<file path="config.mk">
export PLATFORM = sky130hd
export DESIGN_NAME = sixdof_serial_report_decoder_unit
export DESIGN_NICKNAME = d
export VERILOG_FILES = /design/src/design/sdof_pkg.sv /design/src/design/sdof_line.sv /design/src/design/sdof_dec.sv /design/src/design/sixdof_serial_report_decoder_unit.sv
export SDC_FILE = /design/constraint.sdc
export NUM_CORES = 1
export LEC_CHECK = 0
export ABC_AREA = 1
export BUFFER_PORTS_ARGS = -buffer_cell sky130_fd_sc_hd__buf_2
export CORE_UTILIZATION = 60
export CTS_CLUSTER_DIAMETER = 200
export DETAILED_ROUTE_END_ITERATION = 6
export PLACE_DENSITY = 0.86
export SYNTH_ARGS = -nofsm -noshare
export SYNTH_HDL_FRONTEND = slang
export SYNTH_SLANG_ARGS = --single-unit
</file>
<file path="constraint.sdc">
create_clock -name clk -period 5.7 [get_ports clk]
set_input_delay 0.285 -clock clk [delete_from_list [all_inputs] [get_ports clk]]
set_output_delay 0.285 -clock clk [all_outputs]
set_load 0.01 [all_outputs]
</file>
<file path="src/design/sdof_pkg.sv">
// ----------------------------------------------------------------------------
// sdof_pkg: shared types and constants for the six-axis report decoder
// Line length limits, report and error codes, nibble-code check, result type.
// ----------------------------------------------------------------------------
package sdof_pkg;

  localparam int LINE_BYTES_DEF = 32;
  localparam int HEAD_BYTES     = 25;
  localparam int AXIS_LINE_LEN  = 25;
  localparam int KEY_LINE_LEN   = 4;
  localparam int NUM_AXES       = 6;

  localparam logic [7:0] CR_BYTE     = 8'h0D;
  localparam logic [7:0] CH_ERR      = 8'h65;
  localparam logic [7:0] CH_AXIS     = 8'h64;
  localparam logic [7:0] CH_KEY      = 8'h6B;
  localparam logic [7:0] ERR_CODE_CMD   = 8'h01;
  localparam logic [7:0] ERR_CODE_FRAME = 8'h02;
  localparam logic [15:0] AXIS_BIAS  = 16'h8000;
  localparam logic [15:0] TALLY_MAX  = 16'hFFFF;

  typedef enum logic [1:0] {
    KIND_AXIS = 2'd0,
    KIND_KEY  = 2'd1,
    KIND_ERR  = 2'd2
  } report_kind_t;

  typedef enum logic [1:0] {
    ERR_ILLEGAL = 2'd0,
    ERR_FRAMING = 2'd1,
    ERR_OTHER   = 2'd2
  } error_kind_t;

  typedef struct packed {
    logic [HEAD_BYTES-1:0][7:0] head;
    logic                       len_zero;
    logic                       len_ge2;
    logic                       len_axis;
    logic                       len_key;
  } line_state_t;

  typedef struct packed {
    report_kind_t              kind;
    logic [NUM_AXES-1:0][15:0] axis;
    logic [11:0]               buttons;
    error_kind_t               err_kind;
    logic [15:0]               errors_seen;
  } result_t;

  function automatic logic nib_ok(input logic [7:0] c);
    logic [7:0] code;
    unique case (c[3:0])
      4'h0: code = 8'h30;
      4'h1: code = 8'h41;
      4'h2: code = 8'h42;
      4'h3: code = 8'h33;
      4'h4: code = 8'h44;
      4'h5: code = 8'h35;
      4'h6: code = 8'h36;
      4'h7: code = 8'h47;
      4'h8: code = 8'h48;
      4'h9: code = 8'h39;
      4'hA: code = 8'h3A;
      4'hB: code = 8'h4B;
      4'hC: code = 8'h3C;
      4'hD: code = 8'h4D;
      4'hE: code = 8'h4E;
      4'hF: code = 8'h3F;
      default: code = 8'h00;
    endcase
    return c == code;
  endfunction

endpackage

</file>
<file path="src/design/sdof_line.sv">
// ----------------------------------------------------------------------------
// sdof_line: line collector
// Gathers bytes of the current line, tracks length and overflow, clears on CR.
// ----------------------------------------------------------------------------
module sdof_line #(
  parameter int LINE_BYTES = sdof_pkg::LINE_BYTES_DEF
) (
  input  logic                 clk,
  input  logic                 rst_n,
  input  logic                 wr,
  input  logic [7:0]           rx_byte,
  output sdof_pkg::line_state_t line
);
  import sdof_pkg::*;

  localparam int CNT_W = $clog2(LINE_BYTES + 1);

  logic [HEAD_BYTES-1:0][7:0] head_r;
  logic [CNT_W-1:0]           count_r;
  logic                       ovf_r;
  logic                       is_cr;
  logic                       full;

  assign is_cr = rx_byte == CR_BYTE;
  assign full  = count_r == CNT_W'(LINE_BYTES);

  always_ff @(posedge clk) begin
    if (!rst_n) begin
      count_r <= '0;
      ovf_r   <= 1'b0;
    end else if (wr) begin
      if (is_cr) begin
        count_r <= '0;
        ovf_r   <= 1'b0;
      end else if (full) begin
        ovf_r <= 1'b1;
      end else begin
        count_r <= count_r + CNT_W'(1);
      end
    end
  end

  always_ff @(posedge clk) begin
    for (int i = 0; i < HEAD_BYTES; i++) begin
      if (wr && !is_cr && count_r == CNT_W'(i)) begin
        head_r[i] <= rx_byte;
      end
    end
  end

  assign line.head     = head_r;
  assign line.len_zero = ovf_r || count_r == '0;
  assign line.len_ge2  = count_r >= CNT_W'(2);
  assign line.len_axis = !ovf_r && count_r == CNT_W'(AXIS_LINE_LEN);
  assign line.len_key  = !ovf_r && count_r == CNT_W'(KEY_LINE_LEN);

endmodule

</file>
<file path="src/design/sdof_dec.sv">
// ----------------------------------------------------------------------------
// sdof_dec: line-end decoder
// Classifies a finished line and forms the report and the next error tally.
// ----------------------------------------------------------------------------
module sdof_dec (
  input  sdof_pkg::line_state_t line,
  input  logic                  decode_en,
  input  logic [15:0]           tally,
  output logic                  fire,
  output logic                  is_err,
  output logic [15:0]           tally_nxt,
  output sdof_pkg::result_t     res
);
  import sdof_pkg::*;

  logic                      axis_ok;
  logic                      key_ok;
  logic [NUM_AXES-1:0][15:0] raw;

  always_comb begin
    axis_ok = 1'b1;
    for (int i = 0; i < NUM_AXES; i++) begin
      for (int j = 0; j < 4; j++) begin
        axis_ok = axis_ok & nib_ok(line.head[1 + 4 * i + j]);
        raw[i][15 - 4 * j -: 4] = line.head[1 + 4 * i + j][3:0];
      end
    end
  end

  assign key_ok = nib_ok(line.head[1]) && nib_ok(line.head[2]) && nib_ok(line.head[3]);

  assign is_err    = !line.len_zero && line.head[0] == CH_ERR;
  assign tally_nxt = (tally == TALLY_MAX) ? tally : tally + 16'd1;

  always_comb begin
    fire = 1'b0;
    res  = '0;
    res.errors_seen = tally;
    if (is_err) begin
      fire            = 1'b1;
      res.kind        = KIND_ERR;
      res.errors_seen = tally_nxt;
      if (line.len_ge2 && line.head[1] == ERR_CODE_CMD) begin
        res.err_kind = ERR_ILLEGAL;
      end else if (line.len_ge2 && line.head[1] == ERR_CODE_FRAME) begin
        res.err_kind = ERR_FRAMING;
      end else begin
        res.err_kind = ERR_OTHER;
      end
    end else if (decode_en && line.head[0] == CH_AXIS && line.len_axis && axis_ok) begin
      fire     = 1'b1;
      res.kind = KIND_AXIS;
      for (int i = 0; i < NUM_AXES; i++) begin
        res.axis[i] = raw[i] ^ AXIS_BIAS;
      end
    end else if (decode_en && line.head[0] == CH_KEY && line.len_key && key_ok) begin
      fire        = 1'b1;
      res.kind    = KIND_KEY;
      res.buttons = {line.head[3][3:0], line.head[2][3:0], line.head[1][3:0]};
    end
  end

endmodule

</file>
<file path="src/design/sixdof_serial_report_decoder_unit.sv">
// ----------------------------------------------------------------------------
// sixdof_serial_report_decoder_unit: six-axis serial report decoder
// Collects serial bytes into lines and decodes axis, button and error reports.
// ----------------------------------------------------------------------------
// Output: a report is registered and appears in the cycle after its CR byte is taken.
// Throughput: one byte per cycle; the output register stalls input only while
// a report waits and out_ready is low.
// Reset: synchronous active-low rst_n clears line length, overflow, error tally
// and output valid, and sets decode enable to 1; line bytes are not cleared.
module sixdof_serial_report_decoder_unit #(
  parameter int LINE_BYTES = sdof_pkg::LINE_BYTES_DEF
) (
  input  logic               clk,
  input  logic               rst_n,
  input  logic               cfg_we,
  input  logic               cfg_wdata,
  input  logic               in_valid,
  output logic               in_ready,
  input  logic [7:0]         in_rx_byte,
  output logic               out_valid,
  input  logic               out_ready,
  output logic [1:0]         out_report_kind,
  output logic signed [15:0] out_axis_x,
  output logic signed [15:0] out_axis_y,
  output logic signed [15:0] out_axis_z,
  output logic signed [15:0] out_axis_rx,
  output logic signed [15:0] out_axis_ry,
  output logic signed [15:0] out_axis_rz,
  output logic [11:0]        out_buttons,
  output logic [1:0]         out_error_kind,
  output logic [15:0]        out_errors_seen
);
  import sdof_pkg::*;

  logic        decode_en_r;
  logic [15:0] tally_r;
  logic        out_valid_r;
  result_t     res_r;

  line_state_t line;
  logic        accept;
  logic        eol;
  logic        fire;
  logic        is_err;
  logic [15:0] tally_nxt;
  result_t     res;

  assign in_ready = !out_valid_r || out_ready;
  assign accept   = in_valid && in_ready;
  assign eol      = accept && in_rx_byte == CR_BYTE;

  sdof_line #(
    .LINE_BYTES(LINE_BYTES)
  ) u_line (
    .clk    (clk),
    .rst_n  (rst_n),
    .wr     (accept),
    .rx_byte(in_rx_byte),
    .line   (line)
  );

  sdof_dec u_dec (
    .line     (line),
    .decode_en(decode_en_r),
    .tally    (tally_r),
    .fire     (fire),
    .is_err   (is_err),
    .tally_nxt(tally_nxt),
    .res      (res)
  );

  always_ff @(posedge clk) begin
    if (!rst_n) begin
      decode_en_r <= 1'b1;
      tally_r     <= '0;
      out_valid_r <= 1'b0;
    end else begin
      if (cfg_we) begin
        decode_en_r <= cfg_wdata;
      end
      if (eol && is_err) begin
        tally_r <= tally_nxt;
      end
      if (eol && fire) begin
        out_valid_r <= 1'b1;
      end else if (out_ready) begin
        out_valid_r <= 1'b0;
      end
    end
  end

  always_ff @(posedge clk) begin
    if (eol && fire) begin
      res_r <= res;
    end
  end

  assign out_valid       = out_valid_r;
  assign out_report_kind = res_r.kind;
  assign out_axis_x      = $signed(res_r.axis[0]);
  assign out_axis_y      = $signed(res_r.axis[1]);
  assign out_axis_z      = $signed(res_r.axis[2]);
  assign out_axis_rx     = $signed(res_r.axis[3]);
  assign out_axis_ry     = $signed(res_r.axis[4]);
  assign out_axis_rz     = $signed(res_r.axis[5]);
  assign out_buttons     = res_r.buttons;
  assign out_error_kind  = res_r.err_kind;
  assign out_errors_seen = res_r.errors_seen;

endmodule

</file>
==> results.json, run 1 <==
{
  "status": "complete, but fails checks",
  "violations": "design-rule violations",
  "place_ws_ns": 1.99,
  "hpwl_mm": 35.5,
  "numCtsBuffers": 48,
  "ys_seq_area_share_pct": 64.2,
  "final_core_util_pct": 69.6,
  "cellLeakagePower_nw": 10.3,
  "grt_usage_pct": 29.9,
  "avgViaCountPerCell": 5.43,
  "gp_congestion": 1.02,
  "cts-root-buf": "clkbuf_16",
  "place_area_um2": 21800,
  "worst_path_max_delay_cell": "nand3_4",
  "hold_path.startpoint": "out_ready",
  "worstSetupPathType": "reg -> reg",
  "finalClockSkew_ns": 0.0277,
  "cts.sinks": 497,
  "critPathTopFamily": "simple AND/OR/NAND/NOR gates",
  "initial_core_util_pct": 61.3,
  "final_nets": 2303,
  "synth_commonest_cells": "595 x nand2_1, 328 x edfxtp_1, 328 x inv_1",
  "detail_route.wl_per_cell_um": 19.0,
  "synth.most_common_cell": "nand2_1",
  "finalMaxSlewViolations": 0,
  "crit_path_cell_trace": "xnor2_1 -> nand2_1 -> nor2_1 -> nand2_1 -> nor2_1 -> nand2_1 -> nor2_1 -> nand3_4 -> nand3_1 -> nand2_1 -> inv_4 -> buf_4",
  "setup_ws_ns": 1.99,
  "hold_viol": 0,
  "post-route-period-util_pct": 65.1,
  "synth_top_area_share_pct": 47.8,
  "synth-edff-count": 328,
  "row_count": 67,
  "ir_drop_uv": 243,
  "wl_mm": 52.5,
  "r2r-start": "u_line.line[117]",
  "fin_area_um2": 23400,
  "synth_cells": 2109,
  "synth-seq-cells": 497,
  "worstSetupStartpointType": "flip-flop",
  "fin_cells": 2768,
  "clk_path_buf_depth": 3,
  "drive_above_1_share_pct": 11.5,
  "ys.flop_type": "edfxtp_1",
  "die-area_um2": 35100,
  "grt_first_pass_wirelength_mm": 80.3,
  "yosys-top-cells-area": "edfxtp_1 48%, dfxtp_1 16%, nand2_1 11%",
  "clkLatencyLatePin_ns": 0.55,
  "timing.critical_path.buf_inv": 2,
  "yosys_warnings": 0,
  "hold_end": "out_valid",
  "min_period_ns": 3.71,
  "reg2reg_slack_ns": 1.99,
  "synthesis.nets": 2128,
  "fin_setup_tns_ns": 0,
  "drt_iter0_drc": 1928,
  "grt_pass1_vias": 14722,
  "cts_tree": "built",
  "crit_top_cell": "nand2_1",
  "rr_worst_depth": 12,
  "core_area_um2": 33600,
  "slew_headroom_pct": 16.9,
  "antenna_found_initial": 0,
  "hold_depth": 4,
  "drtAntennaViolNets": 0,
  "dr.pass1.iters": 7,
  "synth_top_area_cell": "edfxtp_1",
  "clkTransAtPathRegs_ns": 0.06,
  "post_cts_buffers": 0,
  "crit_arrival_ns": 3.94,
  "required_ns": 5.93,
  "rsz0062_at_grt": "no",
  "drc": 4,
  "io_pins": 144,
  "synthArstFlopShare_pct": 0,
  "dp_cells": 2680,
  "worstPathMaxFanout": 53,
  "cap_viol_max_count": 0,
  "cts.repair.resized": 0,
  "post_synth_num_cell_types": 42,
  "max_freq_ghz": 0.269,
  "grt_start_max_net_pins": 55,
  "final-setup-viol-count": 0,
  "max_slew.worst_pin.slew_ns": 1.24,
  "r2r_end": "out_axis_rz[15]",
  "area_growth_pct": 13.6,
  "gr-total-overflow": 0,
  "cpPeakStageDelay_ns": 0.51,
  "p_per_area_nw_per_um2": 304,
  "port_buffers": 143,
  "worstHoldPathType": "in -> reg",
  "syn_avg_cell_area_um2": 9.77,
  "die_h_um": 187,
  "crit_path_end_kind": "flip-flop",
  "h-tree-depth": 2,
  "die_x_um": 187,
  "synth_area_um2": 20600,
  "vias": 15043
}
-- power breakdown --
| group | leakage (nW) | internal, mW | switching (mW) | total (mW) |
|---|---|---|---|---|
| logic | 5.29 | 0.0345 | 0.113 | 0.148 |
| registers | 4.25 | 3.84 | 0.0140 | 3.86 |
| clock network | 0.766 | 1.80 | 1.32 | 3.12 |
-- cells in the final DEF (no fill, tap or decap), types with 2 or more instances in the layout --
cell           synthesis  layout
a21oi_1               23      23
and2_1                 2       2
buf_2                  2     143
buf_4                  2      13
bufinv_16              0       2
clkbuf_1              26      11
clkbuf_16              0      50
clkbuf_8               0       8
clkinv_1               0       2
clkinv_2               0      10
dfxtp_1              169     169
dlygate4sd3_1          0       2
edfxtp_1             328     328
ha_1                   5       5
inv_1                328     327
inv_2                  3       3
nand2_1              595     595
nand2_2                5       5
nand2_4               14      14
nand3_1               24      23
nand3_4                2       3
nand4_1               22      22
nor2_1               242     242
nor2_2                 2       2
nor3_1                11      11
nor4_1                 5       5
o21ai_0              130     130
o21ai_1               11      11
o21ai_2                3       3
o21bai_1              16      16
o41ai_1                2       2
or2_1                  4       4
xnor2_1               83      83
xor2_1                34      34
-- cells by family (layout without fill, tap and decap cells) --
kind of cell	Yosys count	count (layout)	synth area share [%]
and+or+nand+nor	936	936	18.6
DFF	497	497	64.2
buffers and inverters	365	575	6.89
AOI/OAI and AO/OA	187	187	4.85
xor gates and xnor gates	118	118	5.05
adders and majority gates	5	5	0.304
muxes	1	1	0.0486
other	0	1	0
-- tightest hold or removal path, stage by stage --
cell,delay [ns]
buf_2,0.07
inv_1,0.03
nand2_1,0.13
a21oi_1,0.09
-- final cells by class --
cell class,instances,area [um2]
clock inverter,16,135
clock buffer,69,1400
fill,2316,10200
multi-input combinational,1247,5960
timing repair buffer,159,853
inverter,331,1240
sequential,497,13200
tap,448,561
antenna,1,2.50
-- routing by layer --
metal  GRT usage (%)  share of wire, %
met1            38.3                38
met5               0                 0
met4            15.0               4.9
met2            49.0                47
met3            5.42               9.4
-- worst max-delay path by stage --
stage,from,to,slack (ns),cells past startpoint
after floorplan,u_line.count_r[1],out_axis_rx[0],1.28,14
after global placement,u_line.count_r[2],out_axis_rx[5],2.13,9
after detailed placement,u_line.count_r[2],out_axis_ry[0],1.99,9
after CTS,u_line.count_r[2],out_axis_rx[4],1.98,9
after global routing,u_line.count_r[2],out_axis_rz[15],1.61,9
final,u_line.line[117],out_axis_rz[15],1.99,12
-- repair_timing --
action / in CTS / in global routing
hold endpoints to repair: 1 / 0
endpoints found under the setup margin: 0 / 0
hold buffers: 2 / 0
-- stage by stage --
| stage | hold slack (ns) | power, mW |
|---|---|---|
| detailed placement | 0.492 | 4.08 |
| global route | 0.147 | 7.28 |
| CTS | 0.105 | 7.12 |
| floorplan | 0.384 | 4.01 |
| global placement | 0.498 | 4.07 |
| finish | 0.128 | 7.12 |
(Power assumes the default switching activity.)
==> run 2, diff against run 1 <==
Settings changed: CORE_UTILIZATION 60 to 54, PLACE_DENSITY 0.86 to 0.82.
Clock period 5.7 ns to 3.28 ns, I/O delays scaled along.
==> run 2 against run 1 <==
  * The flow now finishes without violations
  * Count of clock-buffer cells in the layout grew 6
  * Flip-flop and latch count is the same
  * Non-clock buffer count grew 10
  * Combinational power grew 74%
  * Cell count grew 2.9%
  * Highest routed layer unchanged
  * Power grew 74%
  * Maximum frequency grew 24%
  * Critical path depth shrank 3
  * Sequential share of layout area shrank 0.52 points
  * Clock skew shrank 0.0032 ns
  * Core utilization shrank 6.8 points
  * Hold slack lost 0.084 ns
==> results.json, run 2 (synthesized netlist as in run 1, its figures left out) <==
{
  "status": "completed",
  "post-route-period-util_pct": 91.1,
  "worstSetupPathType": "reg -> reg",
  "fill_cells": 2841,
  "final_core_util_pct": 62.8,
  "drive_above_1_share_pct": 11.8,
  "worstPathMaxFanout": 17,
  "pwr-share-seq_pct": 54.0,
  "rsz0062_at_grt": "no",
  "gr-total-overflow": 0,
  "grt_pass1_vias": 14384,
  "cts_tree": "built",
  "switching_share_pct": 20.4,
  "fin_area_um2": 23600,
  "die_h_um": 197,
  "routed-wl-met2_mm": 24.3,
  "p_clk_share_pct": 43.9,
  "gp_congestion": 0.975,
  "grt_usage_pct": 27.1,
  "slew_headroom_pct": 27.3,
  "worstSetupStartpointType": "flip-flop",
  "post_cts_buffers": 0,
  "power_switching_mw": 2.53,
  "layout_common_cells": "594 x nand2_1, 328 x edfxtp_1, 324 x inv_1, 242 x nor2_1, 168 x dfxtp_1",
  "grt_first_pass_wirelength_mm": 79.1,
  "layout_commonest_cell": "nand2_1",
  "place_ws_ns": 0.305,
  "intPower_mw": 9.88,
  "ir_drop_uv": 369,
  "wl_met3_mm": 4.64,
  "port_buffers": 143,
  "required_ns": 3.54,
  "finalClockSkew_ns": 0.0245,
  "clkLatencyLatePin_ns": 0.59,
  "cap_viol_max_count": 0,
  "min_period_ns": 2.99,
  "avgViaCountPerCell": 5.19,
  "place_area_um2": 22000,
  "crit_path_end_kind": "flip-flop",
  "area_growth_pct": 14.6,
  "combPwrFrac_pct": 2.1,
  "finalMaxSlewViolations": 0,
  "detail_route.wl_per_cell_um": 18.2,
  "drt_iter0_drc": 1469,
  "setup_ws_ns": 0.291,
  "whs_ns": 0.0438,
  "antenna_found_initial": 1,
  "vias": 14789,
  "wl_mm": 51.7,
  "numCtsBuffers": 49,
  "row_count": 71,
  "hold_viol": 0,
  "worstHoldPathType": "in -> reg",
  "initial_core_util_pct": 54.8,
  "die-area_um2": 38900,
  "grt_start_max_net_pins": 97,
  "dr.pass1.iters": 6,
  "die_x_um": 197,
  "cellLeakagePower_nw": 10.3,
  "h-tree-depth": 2,
  "hpwl_mm": 36.1,
  "max_slew.worst_pin.slew_ns": 1.09,
  "p_per_area_nw_per_um2": 526,
  "core_area_um2": 37600,
  "drc": 0,
  "crit_arrival_ns": 3.25,
  "cts-root-buf": "clkbuf_16",
  "max_freq_ghz": 0.335,
  "wl_met1_mm": 20.6,
  "clkTransAtPathRegs_ns": 0.06,
  "io_pins": 144,
  "clk_path_buf_depth": 3,
  "drtAntennaViolNets": 0,
  "final_nets": 2314,
  "cts.sinks": 497,
  "final-setup-viol-count": 0,
  "top_layer": "met4"
}
-- run 2: worst paths after layout --
check,slack (ns),to,cells after the start,startpoint
worst max-delay path,0.29,out_report_kind[1],9,u_line.count_r[2]
worst min-delay path,0.04,out_valid,4,out_ready
worst max register to register,0.29,out_report_kind[1],9,u_line.count_r[2]
worst min register to register,0.50,u_line.ovf_r,2,u_line.ovf_r
-- run 2: area by class of cell --
cell class | count | area [um2] | share of cell area [%]
timing repair buffer | 169 | 943 | 4.00
tap | 511 | 639 | 2.71
clock inverter | 17 | 134 | 0.567
multi-input combinational | 1247 | 5990 | 25.4
antenna | 2 | 5.00 | 0.0212
inverter | 331 | 1250 | 5.28
sequential | 497 | 13200 | 56.0
clock buffer | 75 | 1420 | 6.00
-- run 2: what timing repair did --
item / 4_1_cts / 5_1_grt
endpoints found under the setup margin: 0 / 0
hold buffers: 3 / 0
endpoints found under the hold margin: 17 / 0
gates resized for setup: 0 / 0
-- run 2: stage by stage --
step | power (mW) | std cells | TNS (ns)
floorplan | 6.97 | 2109 | -23.63
detailed placement | 7.09 | 2752 | 0
global placement | 7.08 | 2752 | 0
global route | 12.7 | 2847 | 0
CTS | 12.4 | 2847 | 0
finish | 12.4 | 2849 | 0
-- run 2: power by group through the flow --
stage | logic [mW] | registers, mW | clock network [mW]
floorplan | 0.136 | 6.83 | 0
global placement | 0.244 | 6.84 | 0
detailed placement | 0.250 | 6.84 | 0
CTS | 0.254 | 6.70 | 5.48
global route | 0.279 | 6.70 | 5.74
finish | 0.258 | 6.70 | 5.45
-- run 2: layer usage --
metal	GRT usage [%]	vias up
met5	0	-
met4	11.7	0
met3	5.34	138
met2	44.3	658
met1	35.1	6956
li1	-	7037
-- run 2: critical path, cell delays in order, from the launching register on --
cell and delay (ns):
dfxtp_1 0.43, inv_1 0.12, nor2_1 0.34, nand2_1 0.16
nor4_1 0.38, nand4_1 0.29, nand3_2 0.15, nand2_2 0.08
clkinvlp_4 0.38, buf_4 0.34
